--- src/hdl/sst_pkg.sv ---
// Package for the sorted set table: field widths, command and status codes,
// and the result record. Depends on nothing; every other file uses it.
`default_nettype none

package sst_pkg;

    // Field widths of one command and one result.
    localparam int unsigned CMD_W    = 2;
    localparam int unsigned VALUE_W  = 32;
    localparam int unsigned INDEX_W  = 6;
    localparam int unsigned STATUS_W = 2;
    localparam int unsigned COUNT_W  = 7;

    // Command codes.
    localparam logic [CMD_W-1:0] CMD_INSERT = 2'd0;
    localparam logic [CMD_W-1:0] CMD_TEST   = 2'd1;
    localparam logic [CMD_W-1:0] CMD_READ   = 2'd2;
    localparam logic [CMD_W-1:0] CMD_NOP    = 2'd3;

    // Status codes.
    localparam logic [STATUS_W-1:0] ST_OK        = 2'd0;
    localparam logic [STATUS_W-1:0] ST_DUPLICATE = 2'd1;
    localparam logic [STATUS_W-1:0] ST_FULL      = 2'd2;
    localparam logic [STATUS_W-1:0] ST_RANGE     = 2'd3;

    // One result item.
    typedef struct packed {
        logic [STATUS_W-1:0]       status;
        logic                      present;
        logic signed [VALUE_W-1:0] element;
        logic [COUNT_W-1:0]        count;
    } t_result;

endpackage

`default_nettype wire

--- src/hdl/sst_in_if.sv ---
// Command channel of the sorted set table: valid/ready plus the command fields.
// Depends on sst_pkg for the field widths.
`default_nettype none

interface sst_in_if;
    logic                               valid;
    logic                               ready;
    logic [sst_pkg::CMD_W-1:0]          cmd;
    logic signed [sst_pkg::VALUE_W-1:0] value;
    logic [sst_pkg::INDEX_W-1:0]        index;

    modport source (output valid, output cmd, output value, output index, input ready);
    modport sink   (input valid, input cmd, input value, input index, output ready);
endinterface

`default_nettype wire

--- src/hdl/sst_out_if.sv ---
// Result channel of the sorted set table: valid/ready plus the result fields.
// Depends on sst_pkg for the field widths.
`default_nettype none

interface sst_out_if;
    logic                               valid;
    logic                               ready;
    logic [sst_pkg::STATUS_W-1:0]       status;
    logic                               present;
    logic signed [sst_pkg::VALUE_W-1:0] element;
    logic [sst_pkg::COUNT_W-1:0]        count;

    modport source (output valid, output status, output present, output element,
                    output count, input ready);
    modport sink   (input valid, input status, input present, input element,
                    input count, output ready);
endinterface

`default_nettype wire

--- src/hdl/sst_mem.sv ---
// Member store of the sorted set table: one write port and one read port,
// read data registered. Depends on sst_pkg for the value width.
`default_nettype none

module sst_mem #(
    parameter int unsigned DEPTH = 64,
    parameter int unsigned AW    = 6
) (
    input  wire logic                               i_clk,
    input  wire logic                               i_we,
    input  wire logic [AW-1:0]                      i_waddr,
    input  wire logic signed [sst_pkg::VALUE_W-1:0] i_wdata,
    input  wire logic [AW-1:0]                      i_raddr,
    output logic signed [sst_pkg::VALUE_W-1:0]      o_rdata
);
    import sst_pkg::*;

    logic signed [VALUE_W-1:0] r_mem [DEPTH];
    logic signed [VALUE_W-1:0] r_rdata;

    // Write port.
    always_ff @(posedge i_clk) begin
        if (i_we) begin
            r_mem[i_waddr] <= i_wdata;
        end
    end

    // Read port, read data registered.
    always_ff @(posedge i_clk) begin
        r_rdata <= r_mem[i_raddr];
    end

    assign o_rdata = r_rdata;

endmodule

`default_nettype wire

--- src/hdl/sst_ctrl.sv ---
// Sequencer of the sorted set table: linear search, shift-up insertion and
// indexed read over the member store. Depends on sst_pkg and sst_in_if.
`default_nettype none

module sst_ctrl #(
    parameter int unsigned CAPACITY = 64,
    parameter int unsigned AW       = 6,
    parameter int unsigned CW       = 7
) (
    input  wire logic                               i_clk,
    input  wire logic                               i_rst_n,
    sst_in_if.sink                                  i_in,
    // Member store ports.
    output logic                                    o_we,
    output logic [AW-1:0]                           o_waddr,
    output logic signed [sst_pkg::VALUE_W-1:0]      o_wdata,
    output logic [AW-1:0]                           o_raddr,
    input  wire logic signed [sst_pkg::VALUE_W-1:0] i_rdata,
    // Finished result towards the output stage.
    output logic                                    o_res_valid,
    input  wire logic                               i_res_ready,
    output sst_pkg::t_result                        o_res
);
    import sst_pkg::*;

    localparam logic [2:0] S_IDLE     = 3'd0;
    localparam logic [2:0] S_SRCH_RD  = 3'd1;
    localparam logic [2:0] S_SRCH_CMP = 3'd2;
    localparam logic [2:0] S_SHIFT_RD = 3'd3;
    localparam logic [2:0] S_SHIFT_WR = 3'd4;
    localparam logic [2:0] S_READ     = 3'd5;
    localparam logic [2:0] S_DONE     = 3'd6;

    localparam logic [CW-1:0] FULL_COUNT = CW'(CAPACITY);

    logic [2:0]                r_state, n_state;
    logic [CMD_W-1:0]          r_cmd, n_cmd;
    logic signed [VALUE_W-1:0] r_value, n_value;
    logic [CW-1:0]             r_idx, n_idx;
    logic [CW-1:0]             r_k, n_k;
    logic [CW-1:0]             r_count, n_count;
    logic [STATUS_W-1:0]       r_status, n_status;
    logic                      r_present, n_present;
    logic signed [VALUE_W-1:0] r_element, n_element;

    logic                      w_accept;
    logic [AW+INDEX_W-1:0]     w_index_ext;
    logic [CW+INDEX_W-1:0]     w_index_cmp;
    logic [CW+INDEX_W-1:0]     w_count_cmp;
    logic                      w_index_ok;
    logic [CW+COUNT_W-1:0]     w_count_ext;
    logic [CW-1:0]             w_k_dec;
    logic                      w_srch_end;
    logic                      w_hit;

    assign w_accept    = i_in.valid && i_in.ready;
    assign i_in.ready  = (r_state == S_IDLE);

    // Range check and address of an indexed read.
    assign w_index_ext = {{AW{1'b0}}, i_in.index};
    assign w_index_cmp = {{CW{1'b0}}, i_in.index};
    assign w_count_cmp = {{INDEX_W{1'b0}}, r_count};
    assign w_index_ok  = (w_index_cmp < w_count_cmp);
    assign w_k_dec     = r_k - CW'(1);
    assign w_count_ext = {{COUNT_W{1'b0}}, r_count};

    // Sequencer.
    always_comb begin
        n_state    = r_state;
        n_cmd      = r_cmd;
        n_value    = r_value;
        n_idx      = r_idx;
        n_k        = r_k;
        n_count    = r_count;
        n_status   = r_status;
        n_present  = r_present;
        n_element  = r_element;
        o_we       = 1'b0;
        o_waddr    = r_idx[AW-1:0];
        o_wdata    = r_value;
        o_raddr    = w_index_ext[AW-1:0];
        w_srch_end = 1'b0;
        w_hit      = 1'b0;

        unique case (r_state)
            S_IDLE: begin
                if (w_accept) begin
                    n_cmd     = i_in.cmd;
                    n_value   = i_in.value;
                    n_idx     = '0;
                    n_status  = ST_OK;
                    n_present = 1'b0;
                    n_element = '0;
                    unique case (i_in.cmd)
                        CMD_INSERT, CMD_TEST: begin
                            n_state = S_SRCH_RD;
                        end
                        CMD_READ: begin
                            if (w_index_ok) begin
                                n_state = S_READ;
                            end else begin
                                n_status = ST_RANGE;
                                n_state  = S_DONE;
                            end
                        end
                        default: begin
                            n_state = S_DONE;
                        end
                    endcase
                end
            end
            S_SRCH_RD: begin
                o_raddr = r_idx[AW-1:0];
                if (r_idx == r_count) begin
                    w_srch_end = 1'b1;
                end else begin
                    n_state = S_SRCH_CMP;
                end
            end
            S_SRCH_CMP: begin
                if (i_rdata == r_value) begin
                    w_srch_end = 1'b1;
                    w_hit      = 1'b1;
                end else if (r_value < i_rdata) begin
                    w_srch_end = 1'b1;
                end else begin
                    n_idx   = r_idx + CW'(1);
                    n_state = S_SRCH_RD;
                end
            end
            S_SHIFT_RD: begin
                o_raddr = w_k_dec[AW-1:0];
                if (r_k == r_idx) begin
                    // Gap reached: place the new value and grow the set.
                    o_we    = 1'b1;
                    o_waddr = r_idx[AW-1:0];
                    o_wdata = r_value;
                    n_count = r_count + CW'(1);
                    n_state = S_DONE;
                end else begin
                    n_state = S_SHIFT_WR;
                end
            end
            S_SHIFT_WR: begin
                o_we    = 1'b1;
                o_waddr = r_k[AW-1:0];
                o_wdata = i_rdata;
                n_k     = w_k_dec;
                n_state = S_SHIFT_RD;
            end
            S_READ: begin
                n_element = i_rdata;
                n_state   = S_DONE;
            end
            S_DONE: begin
                if (i_res_ready) begin
                    n_state = S_IDLE;
                end
            end
            default: begin
                n_state = S_IDLE;
            end
        endcase

        // End of a search: r_idx is the first slot not below the value.
        if (w_srch_end) begin
            n_state = S_DONE;
            if (r_cmd == CMD_TEST) begin
                n_present = w_hit;
            end else if (w_hit) begin
                n_status  = ST_DUPLICATE;
                n_present = 1'b1;
            end else if (r_count == FULL_COUNT) begin
                n_status = ST_FULL;
            end else begin
                n_k     = r_count;
                n_state = S_SHIFT_RD;
            end
        end
    end

    // Control registers.
    always_ff @(posedge i_clk) begin
        if (!i_rst_n) begin
            r_state <= S_IDLE;
            r_count <= '0;
        end else begin
            r_state <= n_state;
            r_count <= n_count;
        end
    end

    // Working registers.
    always_ff @(posedge i_clk) begin
        r_cmd     <= n_cmd;
        r_value   <= n_value;
        r_idx     <= n_idx;
        r_k       <= n_k;
        r_status  <= n_status;
        r_present <= n_present;
        r_element <= n_element;
    end

    assign o_res_valid   = (r_state == S_DONE);
    assign o_res.status  = r_status;
    assign o_res.present = r_present;
    assign o_res.element = r_element;
    assign o_res.count   = w_count_ext[COUNT_W-1:0];

endmodule

`default_nettype wire

--- src/hdl/sorted_set_table.sv ---
// Sorted set table: keeps up to CAPACITY distinct signed 32-bit values in
// ascending order in a single-port-read, single-port-write memory and serves
// one command at a time. A membership test or an insert scans the members from
// the smallest, reading each member from memory and then comparing it; an
// insert that adds its value then moves every larger member up one slot, each
// move a memory read and then a write, and writes the new value into the gap.
// A read within the count takes the member from memory; a read at or beyond
// the count returns a range status. The registered read of the memory is
// waited for before every compare and every move. A new command is taken as
// soon as the previous result has gone to the output register, while that
// result still waits for its transfer. The count field carries the low seven
// bits of the member count.
`default_nettype none

module sorted_set_table #(
    parameter int unsigned CAPACITY = 64
) (
    input  wire logic i_clk,
    input  wire logic i_rst_n,
    sst_in_if.sink    i_in,
    sst_out_if.source o_out
);
    import sst_pkg::*;

    localparam int unsigned AW = (CAPACITY > 1) ? $clog2(CAPACITY) : 1;
    localparam int unsigned CW = $clog2(CAPACITY + 1);

    logic                      w_we;
    logic [AW-1:0]             w_waddr;
    logic signed [VALUE_W-1:0] w_wdata;
    logic [AW-1:0]             w_raddr;
    logic signed [VALUE_W-1:0] w_rdata;
    logic                      w_res_valid;
    logic                      w_res_ready;
    t_result                   w_res;
    logic                      r_out_valid;
    t_result                   r_out;

    sst_mem #(
        .DEPTH (CAPACITY),
        .AW    (AW)
    ) u_mem (
        .i_clk   (i_clk),
        .i_we    (w_we),
        .i_waddr (w_waddr),
        .i_wdata (w_wdata),
        .i_raddr (w_raddr),
        .o_rdata (w_rdata)
    );

    sst_ctrl #(
        .CAPACITY (CAPACITY),
        .AW       (AW),
        .CW       (CW)
    ) u_ctrl (
        .i_clk       (i_clk),
        .i_rst_n     (i_rst_n),
        .i_in        (i_in),
        .o_we        (w_we),
        .o_waddr     (w_waddr),
        .o_wdata     (w_wdata),
        .o_raddr     (w_raddr),
        .i_rdata     (w_rdata),
        .o_res_valid (w_res_valid),
        .i_res_ready (w_res_ready),
        .o_res       (w_res)
    );

    // Output register: free when empty or when its transfer happens now.
    assign w_res_ready = !r_out_valid || o_out.ready;

    always_ff @(posedge i_clk) begin
        if (!i_rst_n) begin
            r_out_valid <= 1'b0;
        end else if (w_res_valid && w_res_ready) begin
            r_out_valid <= 1'b1;
        end else if (o_out.ready) begin
            r_out_valid <= 1'b0;
        end
    end

    always_ff @(posedge i_clk) begin
        if (w_res_valid && w_res_ready) begin
            r_out <= w_res;
        end
    end

    assign o_out.valid   = r_out_valid;
    assign o_out.status  = r_out.status;
    assign o_out.present = r_out.present;
    assign o_out.element = r_out.element;
    assign o_out.count   = r_out.count;

endmodule

`default_nettype wire

--- src/flat_wrapper.sv ---
// flat-port wrapper written by rule: the top's interface ports become plain ports
module sorted_set_table_flat import sst_pkg::*;
#(
    parameter int unsigned CAPACITY = 64
)
  (i_clk, i_rst_n, i_in_valid, i_in_cmd, i_in_value, i_in_index, i_in_ready, o_out_valid, o_out_status, o_out_present, o_out_element, o_out_count, o_out_ready);
  sst_in_if i_in_i ();
  sst_out_if o_out_i ();
  input  wire logic i_clk;
  input  wire logic i_rst_n;
  input wire logic [$bits(i_in_i.valid)-1:0] i_in_valid;
  input wire logic [$bits(i_in_i.cmd)-1:0] i_in_cmd;
  input wire logic [$bits(i_in_i.value)-1:0] i_in_value;
  input wire logic [$bits(i_in_i.index)-1:0] i_in_index;
  output wire logic [$bits(i_in_i.ready)-1:0] i_in_ready;
  output wire logic [$bits(o_out_i.valid)-1:0] o_out_valid;
  output wire logic [$bits(o_out_i.status)-1:0] o_out_status;
  output wire logic [$bits(o_out_i.present)-1:0] o_out_present;
  output wire logic [$bits(o_out_i.element)-1:0] o_out_element;
  output wire logic [$bits(o_out_i.count)-1:0] o_out_count;
  input wire logic [$bits(o_out_i.ready)-1:0] o_out_ready;
  assign i_in_i.valid = i_in_valid;
  assign i_in_i.cmd = i_in_cmd;
  assign i_in_i.value = i_in_value;
  assign i_in_i.index = i_in_index;
  assign i_in_ready = i_in_i.ready;
  assign o_out_valid = o_out_i.valid;
  assign o_out_status = o_out_i.status;
  assign o_out_present = o_out_i.present;
  assign o_out_element = o_out_i.element;
  assign o_out_count = o_out_i.count;
  assign o_out_i.ready = o_out_ready;
  sorted_set_table #(.CAPACITY(CAPACITY)) u_core (.i_clk(i_clk), .i_rst_n(i_rst_n), .i_in(i_in_i), .o_out(o_out_i));
endmodule
--- config.mk ---
export PLATFORM = sky130hd
export DESIGN_NAME = sorted_set_table_flat
export DESIGN_NICKNAME = d
export VERILOG_FILES = /design/src/hdl/sst_pkg.sv /design/src/hdl/sst_in_if.sv /design/src/hdl/sst_out_if.sv /design/src/hdl/sst_mem.sv /design/src/hdl/sst_ctrl.sv /design/src/hdl/sorted_set_table.sv /design/src/flat_wrapper.sv
export SDC_FILE = /design/constraint.sdc
export NUM_CORES = 2
export LEC_CHECK = 0
export ABC_AREA = 1
export BUFFER_PORTS_ARGS = -buffer_cell sky130_fd_sc_hd__buf_2
export CORE_MARGIN = 2
export CORE_UTILIZATION = 25
export CTS_CLUSTER_SIZE = 30
export DETAILED_ROUTE_END_ITERATION = 8
export GPL_ROUTABILITY_DRIVEN = 0
export PLACE_DENSITY = 0.38
export SETUP_SLACK_MARGIN = 0.2
export SLEW_MARGIN = 10
export SYNTH_ARGS = -nofsm -noshare
export SYNTH_HDL_FRONTEND = slang
export SYNTH_SLANG_ARGS = --single-unit
--- constraint.sdc ---
create_clock -name i_clk -period 6.6 [get_ports i_clk]
set_input_delay 0.66 -clock i_clk [delete_from_list [all_inputs] [get_ports i_clk]]
set_output_delay 0.66 -clock i_clk [all_outputs]
set_load 0.03 [all_outputs]
==> results.py <==
metrics = {
    "logic_synthesis": {
        "synth-main-ff-cell": "edfxtp_1",
        "synthCells": 7027,
        "synth_warnings": 0,
        "synth_edf_count": 2163,
        "yosysSeqAreaShare_pct": 72.9,
        "netlist_area_um2": 90600,
        "syn_nets": 7112,
        "yosys-top-cells-count": "2163 x edfxtp_1, 1472 x nand2_1, 1139 x nand3_1",
        "yosysUniqueCellTypes": 47,
        "yosys-top-cells-area": "edfxtp_1 72%, nand3_1 6.3%, nand2_1 6.1%, o211ai_1 3.1%, nor2_1 1.5%",
        "syn_area_per_cell_um2": 12.9,
        "netlist.area_leader.share_pct": 71.7,
        "ys_ff_latch": 2216,
        "synth_area_leader_cell": "edfxtp_1",
        "async_flop_share_pct": 0,
        "synth_most_common_cell": "edfxtp_1",
    },
    "detailed_routing": {
        "ant_nets": 0,
        "viasPerCell": 4.76,
        "routed_wl_um": 324000,
        "drtPass1Iterations": 5,
        "vias": 57800,
        "post_drt_wl_per_cell_um": 26.7,
        "drt_iter0_markers": 5449,
        "remaining_drc_errors": 0,
    },
    "placed_design": {
        "io_buffers": 87,
        "hpwl_um": 182000,
        "dp_cells": 11600,
    },
    "critical_path": {
        "endpoint_kind": "flop",
        "cp.arrival_ns": 5.53,
        "critPathMaxFanout": 87,
        "worst-setup-path-type": "flop to flop",
        "startpoint_type": "flop",
        "cp.required_ns": 7.41,
    },
    "final_layout": {
        "final-seq-area_um2": 66000,
        "drive_gt1_share_pct": 14.7,
        "syn2layout_area_growth_pct": 16.5,
        "fin_cells": 12100,
        "fin_util_pct": 29.2,
        "nNetsFinal": 7225,
        "fillerInstances": 36500,
        "multi_input_area_um2": 22100,
    },
    "power": {
        "switching_share_pct": 39.8,
        "switchingPower_mw": 19.5,
        "p_per_area_nw_per_um2": 464,
        "pwr-share-clk_pct": 28.7,
        "leakage_nw": 35.2,
        "seqPwrFrac_pct": 37.7,
        "pwr-share-comb_pct": 33.7,
        "p_int_mw": 29.5,
        "peakVddDrop_mv": 0.317,
    },
    "worst_hold_path": {
        "min_path_type": "input port to flop",
    },
    "clock_network": {
        "clkTransAtPathRegs_ns": 0.06,
        "h-tree-depth": 5,
        "clock-sinks": 2216,
        "cts-root-buf": "clkbuf_16",
        "clock_latency_ns": 0.88,
        "cts_tree": "yes",
        "cts-buffers-inserted": 262,
        "post_cts_buffers": 0,
        "clock_path_buffers": 4,
    },
    "sta": {
        "rsz0062_at_grt": "false",
        "finalSetupTns_ns": 0,
        "worstMarginPinSlew_ns": 1.26,
        "hold_viol": 0,
        "slew_headroom_pct": 15.7,
        "setup_violations": 0,
        "skew_ns": 0.0397,
        "layout_min_cycle_time_ns": 4.71,
        "slew_viol_final": 0,
        "fmaxAchievable_mhz": 212,
        "finalCritPeriodShare_pct": 71.4,
    },
    "global_route": {
        "grt_remaining_overflow": 0,
        "antenna_found_initial": 22,
        "grt_use_total_pct": 17.3,
        "grt_pass1_vias": 57000,
        "grt_max_degree": 195,
        "grt_pass1_wl_um": 454000,
    },
    "die": {
        "io_pins": 88,
        "die_area_um2": 367000,
        "design.core.area_um2": 361000,
        "die_w_um": 606,
        "start_util_pct": 25.1,
        "die-height_um": 606,
        "rows": 221,
    },
    "flow_run": {
        "cap_violations": 0,
    },
    "outcome": {
        "outcome": "complete, no violations",
    },
}
==> metal layers <==
metal	up-vias	part of all wire, %	GRT usage (%)
li1	25900	-	-
met1	29800	46	24.4
met2	1754	46	27.8
met3	369	5.5	2.36
met4	2	2.6	4.37
met5	-	0.0040	0
==> cells in the final DEF, fill, tap and decap left out, types with 35 or more instances in the layout <==
cell type,count
edfxtp_1,2163
nand2_1,1472
nand3_1,1139
o211ai_1,374
nor2_1,298
clkbuf_16,267
or2_2,215
o21ai_0,211
buf_4,158
inv_1,146
o211ai_2,107
o21ai_1,104
buf_2,87
nor2_4,68
clkbuf_1,62
clkinv_1,57
dfxtp_1,53
ha_1,41
clkinv_2,41
o21ai_4,36
a21oi_1,35
==> state kept, by name (all words and copies together) (netlist names) <==
signal and flops:
u_core.u_ctrl.r_value 32, u_core.o_out.status 2, u_core.o_out.valid 1, u_core.u_ctrl.r_state 3, u_core.o_out.count 7, u_core.u_ctrl.r_cmd 2, u_core.u_ctrl.r_status 2, u_core.u_mem.o_rdata 32
u_core.o_out.element 32, u_core.u_ctrl.r_element 32, u_core.u_ctrl.r_present 1, u_core.u_ctrl.r_k 7, u_core.u_mem.r_mem 2048, u_core.u_ctrl.r_count 7, u_core.u_ctrl.r_idx 7, u_core.o_out.present 1
==> final cells by class <==
| type | instances | share of cell area (%) |
|---|---|---|
| Timing Repair Buffer | 304 | 2.33 |
| Multi-Input combinational cell | 4185 | 21.0 |
| Antenna cell | 17 | 0.0403 |
| Tap cell | 4794 | 5.69 |
| Clock buffer | 336 | 6.65 |
| Inverter | 171 | 0.648 |
| Sequential cell | 2216 | 62.6 |
| Clock inverter | 125 | 1.10 |
==> path summary, 6_finish.rpt <==
| kind | start | to | slack, ns | cells after the start |
|---|---|---|---|---|
| hold reg to reg | u_core.u_ctrl.r_element[12] | u_core.o_out.element[12] | 0.41 | 0 |
| setup / recovery | u_core.u_ctrl.r_state[0] | u_core.u_mem.o_rdata[2] | 1.89 | 14 |
| setup reg to reg | u_core.u_ctrl.r_state[0] | u_core.u_mem.o_rdata[2] | 1.89 | 14 |
| hold / removal | i_rst_n | u_core.u_ctrl.r_count[4] | 0.08 | 3 |
==> power groups by stage <==
| stage | clock network, mW | registers [mW] | logic, mW |
|---|---|---|---|
| after global routing | 14.9 | 18.5 | 17.7 |
| after global placement | 0 | 18.8 | 16.7 |
| after detailed placement | 0 | 18.7 | 16.7 |
| after CTS | 14.4 | 18.5 | 16.7 |
| after floorplan | 0 | 18.9 | 8.71 |
| final | 14.0 | 18.5 | 16.5 |
==> stage by stage <==
stage	power (mW)	hold slack [ns]	instance area (um^2)	setup slack [ns]
global route	51.1	0.0699	105000	1.77
detailed placement	35.4	0.405	96900	1.81
CTS	49.6	0.00346	105000	1.87
floorplan	27.6	0.400	90600	1.35
global placement	35.5	0.407	96900	1.80
finish	49.0	0.0804	105000	1.89
==> critical path: stages (launching register included) <==
cell     delay (ns)
dfxtp_1        0.64
nand2_8        0.11
nand2_1        0.15
nand3_4        0.30
inv_8          0.63
buf_12         0.38
buf_12         0.44
nand2_1        0.16
nand3_1        0.12
nand3_1        0.23
nand2_1        0.27
nand2_1        0.23
nand3_1        0.42
nand3_1        0.15
nand2_1        0.10
==> logic make-up after synthesis <==
group	synth area share, %
adder cells (fa/ha/maj)	0.566
XOR/XNOR	0.155
buffers and inverters	3.69
AND/OR/NAND/NOR	15.9
flip-flops	72.9
AO/OA/AOI/OAI	6.81
==> what timing repair did <==
item,4_1_cts,5_1_grt
hold buffers,34,0
resized for setup,0,0
endpoints found under the hold margin,34,0
Note: power is estimated with default switching activity, not from simulation.
